<file path="src/sv/bytc_pkg.sv">
package bytc_pkg;

  localparam int SetDepth  = 128;
  localparam int IdxW      = $clog2(SetDepth);
  localparam int CntW      = $clog2(SetDepth + 1);
  localparam int ByteW     = 8;
  localparam int CountW    = 8;
  localparam int ReqW      = 2;
  localparam int CfgIdxW   = 2;
  localparam int CfgDataW  = 8;
  localparam int GrpSize   = 8;
  localparam int GrpIdxW   = $clog2(GrpSize);
  localparam int NumGrp    = SetDepth / GrpSize;
  localparam int FifoDepth = 4;
  localparam int FifoPtrW  = $clog2(FifoDepth);
  localparam int FifoCntW  = $clog2(FifoDepth + 1);

  typedef enum logic [ReqW-1:0] {
    REQ_DATA = 2'd0,
    REQ_FROM = 2'd1,
    REQ_TO   = 2'd2,
    REQ_NONE = 2'd3
  } req_e;

  typedef enum logic [CfgIdxW-1:0] {
    CFG_NEGATE     = 2'd0,
    CFG_FROM_COUNT = 2'd1,
    CFG_TO_COUNT   = 2'd2
  } cfg_idx_e;

  typedef enum logic [2:0] {
    OP_LOAD = 3'd0,
    OP_PASS = 3'd1,
    OP_MAP  = 3'd2,
    OP_TAIL = 3'd3,
    OP_DROP = 3'd4
  } op_e;

  typedef struct packed {
    logic              negate;
    logic [CountW-1:0] from_count;
    logic [CountW-1:0] to_count;
  } cfg_t;

  typedef struct packed {
    op_e              op;
    logic [IdxW-1:0]  addr;
    logic [ByteW-1:0] data;
  } qent_t;

endpackage

</file>
<file path="src/sv/bytc_if.sv">
interface bytc_in_if;
  import bytc_pkg::*;
  logic             valid;
  logic             ready;
  logic [ReqW-1:0]  req_type;
  logic [IdxW-1:0]  slot;
  logic [ByteW-1:0] value;
  modport source (output valid, output req_type, output slot, output value, input ready);
  modport sink (input valid, input req_type, input slot, input value, output ready);
endinterface

interface bytc_out_if;
  import bytc_pkg::*;
  logic             valid;
  logic             ready;
  logic [ByteW-1:0] out_byte;
  modport source (output valid, output out_byte, input ready);
  modport sink (input valid, input out_byte, output ready);
endinterface

interface bytc_cfg_if;
  import bytc_pkg::*;
  logic                valid;
  logic                ready;
  logic [CfgIdxW-1:0]  index;
  logic [CfgDataW-1:0] data;
  modport source (output valid, output index, output data, input ready);
  modport sink (input valid, input index, input data, output ready);
endinterface

</file>
<file path="src/sv/byte_transliterate_collapse_core.sv">
// byte transliteration filter with run collapsing
// in_i carries requests: a data byte, a from-set entry or a to-set entry;
// out_o carries the mapped bytes, at most one per data byte; cfg_i writes
// negate, from_count and to_count and is always ready, to be used only
// while no data is in flight.
// a from-set entry is compared by its own cell, so it counts for the very
// next beat; to-set entries go through the queue in order with the data.
// on its way from in_i to out_o a beat passes the compare cells and group
// encode into the stage-one register, the position select into the queue,
// and the to-set memory read into the output register.
// one request is taken per cycle while the four-entry queue has room.
// a stalled receiver holds the output register, then fills the queue, and
// only then drops in_i.ready.
// reset clears the run flag, the counters and all valid flags and sets the
// config registers to zero; the set tables hold no defined value until loaded.
module byte_transliterate_collapse_core (
  input  logic    clk_i,
  input  logic    rst_ni,
  bytc_in_if.sink  in_i,
  bytc_out_if.source out_o,
  bytc_cfg_if.sink cfg_i
);
  import bytc_pkg::*;

  cfg_t  cfg_q;
  logic  q_push_valid, q_push_ready, q_pop_valid, q_pop_ready;
  qent_t q_push_data, q_pop_data;

  assign cfg_i.ready = 1'b1;

  always_ff @(posedge clk_i or negedge rst_ni) begin
    if (!rst_ni) begin
      cfg_q <= '0;
    end else if (cfg_i.valid) begin
      unique case (cfg_idx_e'(cfg_i.index))
        CFG_NEGATE:     cfg_q.negate     <= cfg_i.data[0];
        CFG_FROM_COUNT: cfg_q.from_count <= CountW'(cfg_i.data);
        CFG_TO_COUNT:   cfg_q.to_count   <= CountW'(cfg_i.data);
        default:        cfg_q            <= cfg_q;
      endcase
    end
  end

  bytc_front u_front (
    .clk_i     (clk_i),
    .rst_ni    (rst_ni),
    .in_i      (in_i),
    .cfg_i     (cfg_q),
    .q_valid_o (q_push_valid),
    .q_ready_i (q_push_ready),
    .q_data_o  (q_push_data)
  );

  bytc_fifo u_fifo (
    .clk_i        (clk_i),
    .rst_ni       (rst_ni),
    .push_valid_i (q_push_valid),
    .push_ready_o (q_push_ready),
    .push_data_i  (q_push_data),
    .pop_valid_o  (q_pop_valid),
    .pop_ready_i  (q_pop_ready),
    .pop_data_o   (q_pop_data)
  );

  bytc_back u_back (
    .clk_i       (clk_i),
    .rst_ni      (rst_ni),
    .pop_valid_i (q_pop_valid),
    .pop_ready_o (q_pop_ready),
    .pop_data_i  (q_pop_data),
    .out_o       (out_o)
  );

  a_emit_shows: assert property (@(posedge clk_i) disable iff (!rst_ni)
    (q_pop_valid && q_pop_ready &&
     ((q_pop_data.op == OP_PASS) || (q_pop_data.op == OP_MAP))) |=> out_o.valid)
    else $error("passed or mapped byte did not reach the output");

  a_silent_op: assert property (@(posedge clk_i) disable iff (!rst_ni)
    (q_pop_valid && q_pop_ready &&
     ((q_pop_data.op == OP_LOAD) || (q_pop_data.op == OP_DROP))) |=> !out_o.valid)
    else $error("load or deleted byte produced an output beat");

  a_front_holds: assert property (@(posedge clk_i) disable iff (!rst_ni)
    (q_push_valid && !q_push_ready) |=> (q_push_valid && $stable(q_push_data)))
    else $error("front stage changed while the queue was full");

endmodule

</file>
<file path="src/sv/bytc_front.sv">
module bytc_front (
  input  logic           clk_i,
  input  logic           rst_ni,
  bytc_in_if.sink        in_i,
  input  bytc_pkg::cfg_t cfg_i,
  output logic           q_valid_o,
  input  logic           q_ready_i,
  output bytc_pkg::qent_t q_data_o
);
  import bytc_pkg::*;

  logic [ByteW-1:0] from_q [SetDepth];

  logic               s1_valid_q, s1_valid_d;
  req_e               s1_req_q;
  logic [IdxW-1:0]    s1_slot_q;
  logic [ByteW-1:0]   s1_value_q;
  logic [NumGrp-1:0]  s1_hit_q, hit_d;
  logic [GrpIdxW-1:0] s1_lidx_q [NumGrp];
  logic [GrpIdxW-1:0] lidx_d [NumGrp];

  logic            accept;
  req_e            in_req;
  logic [CntW-1:0] nfrom, nto;
  logic            has_to, collapse, found;
  logic [IdxW-1:0] last_to, pos;

  assign in_req    = req_e'(in_i.req_type);
  assign in_i.ready = !s1_valid_q || q_ready_i;
  assign accept    = in_i.valid && in_i.ready;
  assign q_valid_o = s1_valid_q;

  assign nfrom = (cfg_i.from_count > CountW'(SetDepth)) ? CntW'(SetDepth)
                                                         : CntW'(cfg_i.from_count);
  assign nto   = (cfg_i.to_count > CountW'(SetDepth)) ? CntW'(SetDepth)
                                                       : CntW'(cfg_i.to_count);
  assign has_to   = (nto != '0);
  assign last_to  = IdxW'(nto - CntW'(1));
  assign collapse = (nfrom > nto) || cfg_i.negate;

  // compare cells, first hit within each group of eight
  always_comb begin
    for (int g = 0; g < NumGrp; g++) begin
      hit_d[g]  = 1'b0;
      lidx_d[g] = '0;
      for (int j = GrpSize - 1; j >= 0; j--) begin
        if ((from_q[g*GrpSize + j] == in_i.value) &&
            (CntW'(g*GrpSize + j) < nfrom)) begin
          hit_d[g]  = 1'b1;
          lidx_d[g] = GrpIdxW'(j);
        end
      end
    end
  end

  always_ff @(posedge clk_i) begin
    if (accept && (in_req == REQ_FROM)) begin
      from_q[in_i.slot] <= in_i.value;
    end
  end

  always_comb begin
    s1_valid_d = s1_valid_q;
    if (accept && ((in_req == REQ_DATA) || (in_req == REQ_TO))) begin
      s1_valid_d = 1'b1;
    end else if (q_ready_i) begin
      s1_valid_d = 1'b0;
    end
  end

  always_ff @(posedge clk_i or negedge rst_ni) begin
    if (!rst_ni) begin
      s1_valid_q <= 1'b0;
    end else begin
      s1_valid_q <= s1_valid_d;
    end
  end

  always_ff @(posedge clk_i) begin
    if (accept && ((in_req == REQ_DATA) || (in_req == REQ_TO))) begin
      s1_req_q   <= in_req;
      s1_slot_q  <= in_i.slot;
      s1_value_q <= in_i.value;
      s1_hit_q   <= hit_d;
      s1_lidx_q  <= lidx_d;
    end
  end

  // first group with a hit gives the from-set position
  always_comb begin
    found = 1'b0;
    pos   = '0;
    for (int g = NumGrp - 1; g >= 0; g--) begin
      if (s1_hit_q[g]) begin
        found = 1'b1;
        pos   = IdxW'(g*GrpSize) | IdxW'(s1_lidx_q[g]);
      end
    end
  end

  always_comb begin
    q_data_o.op   = OP_PASS;
    q_data_o.addr = pos;
    q_data_o.data = s1_value_q;
    if (s1_req_q == REQ_TO) begin
      q_data_o.op   = OP_LOAD;
      q_data_o.addr = s1_slot_q;
    end else if (s1_value_q == '0) begin
      q_data_o.op = OP_PASS;
    end else if (cfg_i.negate) begin
      if (found) begin
        q_data_o.op = OP_PASS;
      end else if (has_to) begin
        q_data_o.op   = OP_TAIL;
        q_data_o.addr = last_to;
      end else begin
        q_data_o.op = OP_DROP;
      end
    end else if (found) begin
      if (collapse && has_to && (pos >= last_to)) begin
        q_data_o.op   = OP_TAIL;
        q_data_o.addr = last_to;
      end else if (has_to) begin
        q_data_o.op = OP_MAP;
      end else begin
        q_data_o.op = OP_DROP;
      end
    end
  end

endmodule

</file>
<file path="src/sv/bytc_fifo.sv">
module bytc_fifo (
  input  logic            clk_i,
  input  logic            rst_ni,
  input  logic            push_valid_i,
  output logic            push_ready_o,
  input  bytc_pkg::qent_t push_data_i,
  output logic            pop_valid_o,
  input  logic            pop_ready_i,
  output bytc_pkg::qent_t pop_data_o
);
  import bytc_pkg::*;

  qent_t               mem_q [FifoDepth];
  logic [FifoPtrW-1:0] wr_ptr_q, rd_ptr_q;
  logic [FifoCntW-1:0] count_q, count_d;
  logic                push, pop;

  assign push_ready_o = (count_q != FifoCntW'(FifoDepth));
  assign pop_valid_o  = (count_q != '0);
  assign push = push_valid_i && push_ready_o;
  assign pop  = pop_valid_o && pop_ready_i;
  assign pop_data_o = mem_q[rd_ptr_q];

  always_comb begin
    count_d = count_q;
    if (push && !pop) begin
      count_d = count_q + FifoCntW'(1);
    end else if (pop && !push) begin
      count_d = count_q - FifoCntW'(1);
    end
  end

  always_ff @(posedge clk_i or negedge rst_ni) begin
    if (!rst_ni) begin
      wr_ptr_q <= '0;
      rd_ptr_q <= '0;
      count_q  <= '0;
    end else begin
      if (push) begin
        wr_ptr_q <= wr_ptr_q + FifoPtrW'(1);
      end
      if (pop) begin
        rd_ptr_q <= rd_ptr_q + FifoPtrW'(1);
      end
      count_q <= count_d;
    end
  end

  always_ff @(posedge clk_i) begin
    if (push) begin
      mem_q[wr_ptr_q] <= push_data_i;
    end
  end

endmodule

</file>
<file path="src/sv/bytc_back.sv">
module bytc_back (
  input  logic            clk_i,
  input  logic            rst_ni,
  input  logic            pop_valid_i,
  output logic            pop_ready_o,
  input  bytc_pkg::qent_t pop_data_i,
  bytc_out_if.source      out_o
);
  import bytc_pkg::*;

  logic [ByteW-1:0] to_mem [SetDepth];
  logic [ByteW-1:0] rd_q, byte_q;
  logic             sel_mem_q;
  logic             out_valid_q, out_valid_d;
  logic             in_run_q, in_run_d;
  logic             pop, emit, use_mem;

  assign pop_ready_o = !out_valid_q || out_o.ready;
  assign pop = pop_valid_i && pop_ready_o;

  always_comb begin
    emit     = 1'b0;
    use_mem  = 1'b0;
    in_run_d = in_run_q;
    case (pop_data_i.op)
      OP_PASS: begin
        emit     = 1'b1;
        in_run_d = 1'b0;
      end
      OP_MAP: begin
        emit     = 1'b1;
        use_mem  = 1'b1;
        in_run_d = 1'b0;
      end
      // rest of a collapsed run is swallowed
      OP_TAIL: begin
        emit     = !in_run_q;
        use_mem  = 1'b1;
        in_run_d = 1'b1;
      end
      OP_DROP: begin
        in_run_d = 1'b0;
      end
      default: begin
        in_run_d = in_run_q;
      end
    endcase
  end

  always_comb begin
    out_valid_d = out_valid_q;
    if (pop) begin
      out_valid_d = emit;
    end else if (out_o.ready) begin
      out_valid_d = 1'b0;
    end
  end

  always_ff @(posedge clk_i or negedge rst_ni) begin
    if (!rst_ni) begin
      out_valid_q <= 1'b0;
      in_run_q    <= 1'b0;
    end else begin
      out_valid_q <= out_valid_d;
      if (pop) begin
        in_run_q <= in_run_d;
      end
    end
  end

  always_ff @(posedge clk_i) begin
    if (pop && (pop_data_i.op == OP_LOAD)) begin
      to_mem[pop_data_i.addr] <= pop_data_i.data;
    end
    if (pop && emit && use_mem) begin
      rd_q <= to_mem[pop_data_i.addr];
    end
    if (pop && emit) begin
      sel_mem_q <= use_mem;
      byte_q    <= pop_data_i.data;
    end
  end

  assign out_o.valid    = out_valid_q;
  assign out_o.out_byte = sel_mem_q ? rd_q : byte_q;

endmodule
</file>
<file path="src/flat_wrapper.sv">
// flat-port wrapper written by rule: the top's interface ports become plain ports
module byte_transliterate_collapse_core_flat import bytc_pkg::*;
  (clk_i, rst_ni, in_i_valid, in_i_req_type, in_i_slot, in_i_value, in_i_ready, out_o_valid, out_o_out_byte, out_o_ready, cfg_i_valid, cfg_i_index, cfg_i_data, cfg_i_ready);
  bytc_in_if in_i_i ();
  bytc_out_if out_o_i ();
  bytc_cfg_if cfg_i_i ();
  input  logic clk_i;
  input  logic rst_ni;
  input wire logic [$bits(in_i_i.valid)-1:0] in_i_valid;
  input wire logic [$bits(in_i_i.req_type)-1:0] in_i_req_type;
  input wire logic [$bits(in_i_i.slot)-1:0] in_i_slot;
  input wire logic [$bits(in_i_i.value)-1:0] in_i_value;
  output wire logic [$bits(in_i_i.ready)-1:0] in_i_ready;
  output wire logic [$bits(out_o_i.valid)-1:0] out_o_valid;
  output wire logic [$bits(out_o_i.out_byte)-1:0] out_o_out_byte;
  input wire logic [$bits(out_o_i.ready)-1:0] out_o_ready;
  input wire logic [$bits(cfg_i_i.valid)-1:0] cfg_i_valid;
  input wire logic [$bits(cfg_i_i.index)-1:0] cfg_i_index;
  input wire logic [$bits(cfg_i_i.data)-1:0] cfg_i_data;
  output wire logic [$bits(cfg_i_i.ready)-1:0] cfg_i_ready;
  assign in_i_i.valid = in_i_valid;
  assign in_i_i.req_type = in_i_req_type;
  assign in_i_i.slot = in_i_slot;
  assign in_i_i.value = in_i_value;
  assign in_i_ready = in_i_i.ready;
  assign out_o_valid = out_o_i.valid;
  assign out_o_out_byte = out_o_i.out_byte;
  assign out_o_i.ready = out_o_ready;
  assign cfg_i_i.valid = cfg_i_valid;
  assign cfg_i_i.index = cfg_i_index;
  assign cfg_i_i.data = cfg_i_data;
  assign cfg_i_ready = cfg_i_i.ready;
  byte_transliterate_collapse_core u_core (.clk_i(clk_i), .rst_ni(rst_ni), .in_i(in_i_i), .out_o(out_o_i), .cfg_i(cfg_i_i));
endmodule
</file>
<file path="config.mk">
export PLATFORM = sky130hd
export DESIGN_NAME = byte_transliterate_collapse_core_flat
export DESIGN_NICKNAME = d
export VERILOG_FILES = /design/src/sv/bytc_pkg.sv /design/src/sv/bytc_if.sv /design/src/sv/byte_transliterate_collapse_core.sv /design/src/sv/bytc_front.sv /design/src/sv/bytc_fifo.sv /design/src/sv/bytc_back.sv /design/src/flat_wrapper.sv
export SDC_FILE = /design/constraint.sdc
export NUM_CORES = 2
export LEC_CHECK = 0
export ABC_AREA = 1
export BUFFER_PORTS_ARGS = -buffer_cell sky130_fd_sc_hd__clkbuf_2
export CORE_MARGIN = 1.5
export CORE_UTILIZATION = 40
export DETAILED_ROUTE_END_ITERATION = 10
export HOLD_SLACK_MARGIN = 0.12
export PLACE_DENSITY_LB_ADDON = 0.12
export SKIP_CTS_REPAIR_TIMING = 1
export SYNTH_ARGS = -nofsm -noshare
export SYNTH_HDL_FRONTEND = slang
export SYNTH_SLANG_ARGS = --single-unit
</file>
<file path="constraint.sdc">
create_clock -name clk_i -period 6.6 [get_ports clk_i]
set_input_delay 0.33 -clock clk_i [delete_from_list [all_inputs] [get_ports clk_i]]
set_output_delay 0.33 -clock clk_i [all_outputs]
set_load 0.005 [all_outputs]
</file>
==> Yosys cells after proc, flatten, opt, wreduce, memory -nomap -nowiden <==
Memory sizes are Yosys's and may differ from the RTL's. A register that Yosys moved wholly into a read port is not among the register bits.
Cells that the tools add are included.
{ "totals": {"mem_count": 3, "register_bits": 117, "input_bits": 32, "output_inout_bits": 11, "word_cells": 760, "ram_bits": 2120} }
{ "mem_list": {"columns": ["memory", "depth", "word_bits", "rd", "rd_ports_with_merged_regs", "write_ports", "line", "source"], "rows": [
  ["u_core.u_back.to_mem", 128, 8, 1, 1, 1, "bytc_back.sv:11", "logic [ByteW-1:0] to_mem [SetDepth];"],
  ["u_core.u_front.from_q", 128, 8, 128, 0, 1, "bytc_front.sv:12", "logic [ByteW-1:0] from_q [SetDepth];"],
  ["u_core.u_fifo.mem_q", 4, 18, 1, 0, 1, "bytc_fifo.sv:13", "qent_t mem_q [FifoDepth];"]
]} }
{ "classes": {"eq_ne": 138, "n_reduce_logical": 214, "magnitude_cmp": 132, "addsub": 5, "n_mux": 190} }
{ "ops": {"columns": ["cell", "n"], "rows": [
  ["8-bit equality test", 128],
  ["7-bit by 8-bit less-than comparator with 1-bit output (first input constant)", 64],
  ["6-bit by 8-bit less-than comparator with 1-bit output (first input constant)", 32],
  ["3-bit 2-to-1 mux", 71],
  ["1-bit logical AND", 140],
  ["7-bit 2-to-1 mux", 20],
  ["5-bit by 8-bit less-than comparator with 1-bit output (first input constant)", 16],
  ["7-bit OR reduction", 16],
  ["4-bit by 8-bit less-than comparator with 1-bit output (first input constant)", 8],
  ["2-bit 2-to-1 mux", 32],
  ["4-bit OR reduction", 16],
  ["1-bit 2-to-1 mux", 59],
  ["2-bit OR reduction", 18],
  ["3-bit by 8-bit less-than comparator with 1-bit output (first input constant)", 4],
  ["10-bit 2-to-1 mux", 3],
  ["8-bit 2-to-1 mux", 3],
  ["8-bit greater-than comparator (second input constant)", 2],
  ["1-bit by 8-bit less-than comparator with 1-bit output (first input constant)", 2],
  ["2-bit by 8-bit less-than comparator with 1-bit output (first input constant)", 2],
  ["8-bit greater-than comparator", 1],
  ["8-bit zero test", 1],
  ["2-bit AND reduction", 4],
  ["2-bit nonzero test", 4],
  ["8-bit nonzero test", 1],
  ["other kinds (18)", 32]
]} }

==> Depth between registers and ports, before layout <==
{ "logic_depth": {"word_depth": 23, "ltp_mapped": 30} }

==> Modules after synthesis <==
Synthesis repeated with hierarchy kept, for this count alone.
{ "hier_totals": {"hier_cells": 8836, "area_unflattened_um2": 99576.8} }
{ "by_module_without_submodules": {"columns": ["mod", "instances", "seq_area_each_um2", "cells_per_inst", "area_each_um2"], "rows": [
  ["bytc_front", 1, 33206.8, 4069, 51054.0],
  ["bytc_back", 1, 31310.0, 4418, 44455.1],
  ["bytc_fifo", 1, 2337.2, 269, 3329.4],
  ["byte_transliterate_collapse_core", 1, 425.4, 80, 738.2]
]} }

==> Worst setup path before layout <==
OpenSTA, ideal clock, no wires.
{ "synth_timing": {"path_type": "reg2reg", "startpoint": "reg u_core.u_fifo.rd_ptr_q[0]", "endpoint": "reg u_core.u_back.byte_q[6] (data pin)", "t_required_ns": 5.697, "arrival_time_ns": 4.652, "setup_slack_ns": 1.045, "stages_incl_launch_ff": 6, "synth_period_minus_slack_ns": 5.555, "n_path_buf": 2, "setup_ns": 0.903, "path_cell_list": "dfrtp_1 -> inv_2 -> clkbuf_1 -> clkbuf_1 -> o21ai_0 -> o22ai_1"} }
{ "synth_rtl": {"columns": ["item", "line", "source"], "rows": [
  ["start: declaration", "bytc_fifo.sv:14", "logic [FifoPtrW-1:0] wr_ptr_q, rd_ptr_q;"],
  ["start signal: assignment", "bytc_fifo.sv:43", "rd_ptr_q <= rd_ptr_q + FifoPtrW'(1);"],
  ["end signal: assignment", "bytc_back.sv:80", "byte_q <= pop_data_i.data;"],
  ["end: declaration", "bytc_back.sv:12", "logic [ByteW-1:0] rd_q, byte_q;"]
]} }

==> Final worst setup path <==
{ "layout_timing": {"startpoint": "reg u_core.u_fifo.rd_ptr_q[1]", "endpoint": "reg u_core.u_back.rd_q[0] (read register of u_core.u_back.to_mem) (data pin)"} }
{ "layout_between": {"elab_chain_len": 6, "word_cells_on_any_way": 10, "cone_classes": "eq/ne (3); mux (2); reduce/logical (4); memory (1)"} }
{ "layout_rtl": {"columns": ["item", "line", "source"], "rows": [
  ["memory read 4 x 18 bit (*)", null, null],
  ["3-bit by 2-bit equality test with 1-bit output or 3-bit by 1-bit equality test with 1-bit output (tied branches)", "bytc_back.sv:25", "case (pop_data_i.op)"],
  ["2-bit OR reduction (no line)", null, null],
  ["1-bit one-hot mux with 2 select lines", "bytc_back.sv:25", null],
  ["1-bit logical AND (2 in a row)", "bytc_back.sv:75", "if (pop && emit && use_mem) begin"],
  ["end: declaration", "bytc_back.sv:12", null]
]} }
Every way passes the cells marked *; elsewhere a longest branch is shown, timed or not.
A chain may end at the register's enable or synchronous reset.

==> impl_metrics.tcl <==
set metrics [dict create \
    status "finished, final reports clean" \
    avgSynthCellArea_um2 11.9 \
    reg2regPathDepth 13 \
    core_area_um2 241000 \
    post-route-min-period_ns 4.88 \
    power_density_nw_per_um2 399 \
    ys_warn_count 0 \
    die-height_um 496 \
    grt_pass1_vias 59900 \
    portBuffers 41 \
    reg2reg_from "u_core.u_fifo.rd_ptr_q[1]" \
    syn_nets 8220 \
    final_core_util 0.453 \
    grt_max_degree 156 \
    fin_skew_ns 0.0316 \
    grt_util_all_layers 0.223 \
    r2r_end "u_core.u_back.rd_q[0]" \
    finalCritPeriodShare 0.740 \
    relSlewSlack 0.0646 \
    root_buffer "clkbuf_16" \
    antenna_found_initial 3 \
    fin_cells 11600 \
    cts_num_sinks 2245 \
    yosys-mux-area-fraction 0.000927 \
    synth_top_family_by_area "simple AND/OR/NAND/NOR gates" \
    synth-edff-count 2218 \
    setup_violations 0 \
    hold_class "input port to async pin" \
    start_kind "register" \
    numCtsBuffers 233 \
    rows 180 \
    totalWireLength_mm 276 \
    synth_cells 8165 \
    synth-compound-area-share 0.0422 \
    clockBufferDepth 3 \
    arrival_ns 5.48 \
    synth_simple_gate_area_share 0.159 \
    htree_levels 4 \
    ys.flop_type "edfxtp_1" \
    clkTransAtPathRegs_ns 0.06 \
    maxCapViolCount 0 \
    crit_required_ns 7.20 \
    globalplace.congestion 0.886 \
    num_vias 60700 \
    vias_per_cell 5.21 \
    synth_cell_type_count 62 \
    endpoint_kind "register" \
    ant_nets 0 \
    place_hpwl_mm 163 \
    grt_setup_unrepaired "false" \
    cts_tree "yes" \
    seq_area_frac_synth 0.692 \
    fin_nets 8318 \
    total_power_mw 43.6 \
    clkLatencyLatePin_ns 0.85 \
    final_hold_viol_count 0 \
    p_leak_nw 38.7 \
    fmax_ghz 0.205 \
    synth_fa_ha_area_frac 0.00304 \
    ys_ff_latch 2245 \
    grt_pass1_wl_mm 406 \
    route.detailed.drc 0 \
    fillers 22000 \
    synth_xor_area_frac 0.0759 \
    crit_type "register to register" \
    ff2ff_setup_slack_ns 1.72 \
    grt-ovfl-total 0 \
    area.growth.synth_to_final_pct 12.4 \
    slew_viol_final 0 \
    dp.cells 11200 \
    die_area_um2 246000 \
    setup_tns_ns 0 \
    drtIter0Drc 4546 \
    ir_drop_mv 0.465 \
    synthesis.area_um2 97200 \
    drive_gt1_frac 0.0864 \
    cp_max_fo 94 \
    dieWidth_um 496 \
    io_pins 43 \
    drtPass1Iterations 5 \
    max_slew.worst_pin.slew_ns 1.39 \
    async_reset_ff_frac 0.0120 \
    wl_per_cell_um 23.7 \
    start_util 0.403 \
]
## cell families after synthesis
logic type	Yosys count
and+or+nand+nor	3704
DFF	2245
xor gates and xnor gates	842
AOI/OAI and AO/OA	742
buffers and inverters	600
adders and majority gates	23
muxes	8
other	1
## power by group
group          switching (mW)  internal (mW)  leakage, nW
Clock                    5.52           7.46         3.65
Combinational            10.0           2.88         14.7
Sequential              0.175           17.5         20.3
Total                    15.7           27.8         38.7
## layer usage
layer	wire (um)	GRT usage	part of all wire
met3	12300	0.0288	0.045
met1	119000	0.295	0.43
met2	136000	0.380	0.49
met4	9260	0.0718	0.033
met5	0	0	0
## worst max path at each step
stage / startpoint / endpoint / slack (ns) / cells past startpoint
after floorplan: u_core.u_fifo.rd_ptr_q[0] / u_core.u_back.byte_q[6] / 1.05 / 5
after global placement: u_core.u_fifo.rd_ptr_q[1] / u_core.u_back.rd_q[5] / 1.53 / 13
after detailed placement: u_core.u_fifo.rd_ptr_q[1] / u_core.u_back.rd_q[0] / 1.73 / 13
after CTS: u_core.u_fifo.rd_ptr_q[1] / u_core.u_back.rd_q[0] / 1.69 / 13
after global routing: u_core.u_fifo.rd_ptr_q[1] / u_core.u_back.rd_q[0] / 1.68 / 13
final: u_core.u_fifo.rd_ptr_q[1] / u_core.u_back.rd_q[0] / 1.72 / 13
## Yosys cell counts, types with 6 or more instances
| cell type | count | area, um2 |
|---|---|---|
| a31oi_1 | 9 | 56.3 |
| a21boi_0 | 9 | 67.6 |
| ha_1 | 22 | 275 |
| buf_1 | 37 | 139 |
| nand4_1 | 165 | 1030 |
| buf_6 | 11 | 124 |
| nor2_1 | 574 | 2150 |
| mux2_2 | 8 | 90.1 |
| o21ai_1 | 17 | 85.1 |
| a22oi_1 | 33 | 248 |
| xnor2_1 | 436 | 3820 |
| clkbuf_1 | 144 | 541 |
| a211oi_1 | 8 | 60.1 |
| nand2_1 | 2451 | 9200 |
| nor4_1 | 99 | 619 |
| a221oi_1 | 8 | 70.1 |
| or2_2 | 134 | 838 |
| o22ai_1 | 19 | 119 |
| nor2_2 | 6 | 37.5 |
| nand3b_1 | 6 | 45.0 |
| a21oi_1 | 338 | 1690 |
| nor3_1 | 77 | 385 |
| inv_2 | 18 | 67.6 |
| o2111ai_1 | 15 | 131 |
| inv_1 | 216 | 811 |
| edfxtp_1 | 2218 | 66600 |
| xor2_1 | 406 | 3560 |
| nor3b_1 | 14 | 105 |
| buf_4 | 10 | 75.1 |
| buf_2 | 163 | 816 |
| nand3_1 | 142 | 711 |
| nand2_4 | 9 | 101 |
| dfrtp_1 | 27 | 676 |
| o211ai_1 | 25 | 188 |
| o21ai_0 | 240 | 1200 |
## critical path, cell delays in order (launching register included)
cell and delay (ns):
dfrtp_1 0.58, inv_2 0.42, nand3_1 0.26, nand2_8 0.42
inv_8 0.34, buf_12 0.32, nand2_1 0.10, nand2_1 0.06
nand2_1 0.06, a21oi_1 0.08, o21ai_0 1.02, nand4_1 0.52
nor2_1 0.29, nand2_1 0.10
## sequential cells by signal, indices dropped and copies added, names as in the netlist, 16 cells and up
register and count:
u_core.u_front.s1_lidx_q 48, u_core.u_front.s1_hit_q 16, u_core.cfg_q 17, u_core.u_fifo.mem_q 72
u_core.u_front.from_q 1024, u_core.u_back.to_mem 1024
## layout by cell type, fill, tap and decap left out, types with 45 or more instances in the layout
| cell type | n |
|---|---|
| or2_2 | 134 |
| edfxtp_1 | 2218 |
| clkbuf_1 | 47 |
| o21ai_0 | 239 |
| nor4_1 | 99 |
| nand3_1 | 142 |
| xor2_1 | 406 |
| xnor2_1 | 436 |
| nand4_1 | 165 |
| nand2_1 | 2449 |
| inv_1 | 211 |
| clkinv_2 | 45 |
| buf_4 | 127 |
| nor2_1 | 572 |
| a21oi_1 | 337 |
| clkinv_1 | 65 |
| nor3_1 | 75 |
| clkbuf_16 | 238 |
## cell type report
class / instances / area, um2 / area share
flip-flops and latches: 2245 / 67300 / 0.616
multi-input cells: 5320 / 27500 / 0.252
clock buffers: 287 / 6160 / 0.0564
well taps: 3185 / 3990 / 0.0365
repair buffers: 228 / 2130 / 0.0195
clock inverters: 143 / 1290 / 0.0118
inverters: 235 / 900 / 0.00823
diodes: 3 / 7.51 / 0.0000687
## stage by stage
step | worst slack (ns) | instance area (um2) | hold slack (ns)
finish | 1.72 | 109000 | 0.0795
global route | 1.68 | 109000 | 0.123
CTS | 1.69 | 109000 | -0.496
detailed placement | 1.73 | 101000 | 0.451
global placement | 1.53 | 101000 | 0.438
floorplan | 1.05 | 97200 | 0.0344
(Power assumes the default switching activity.)
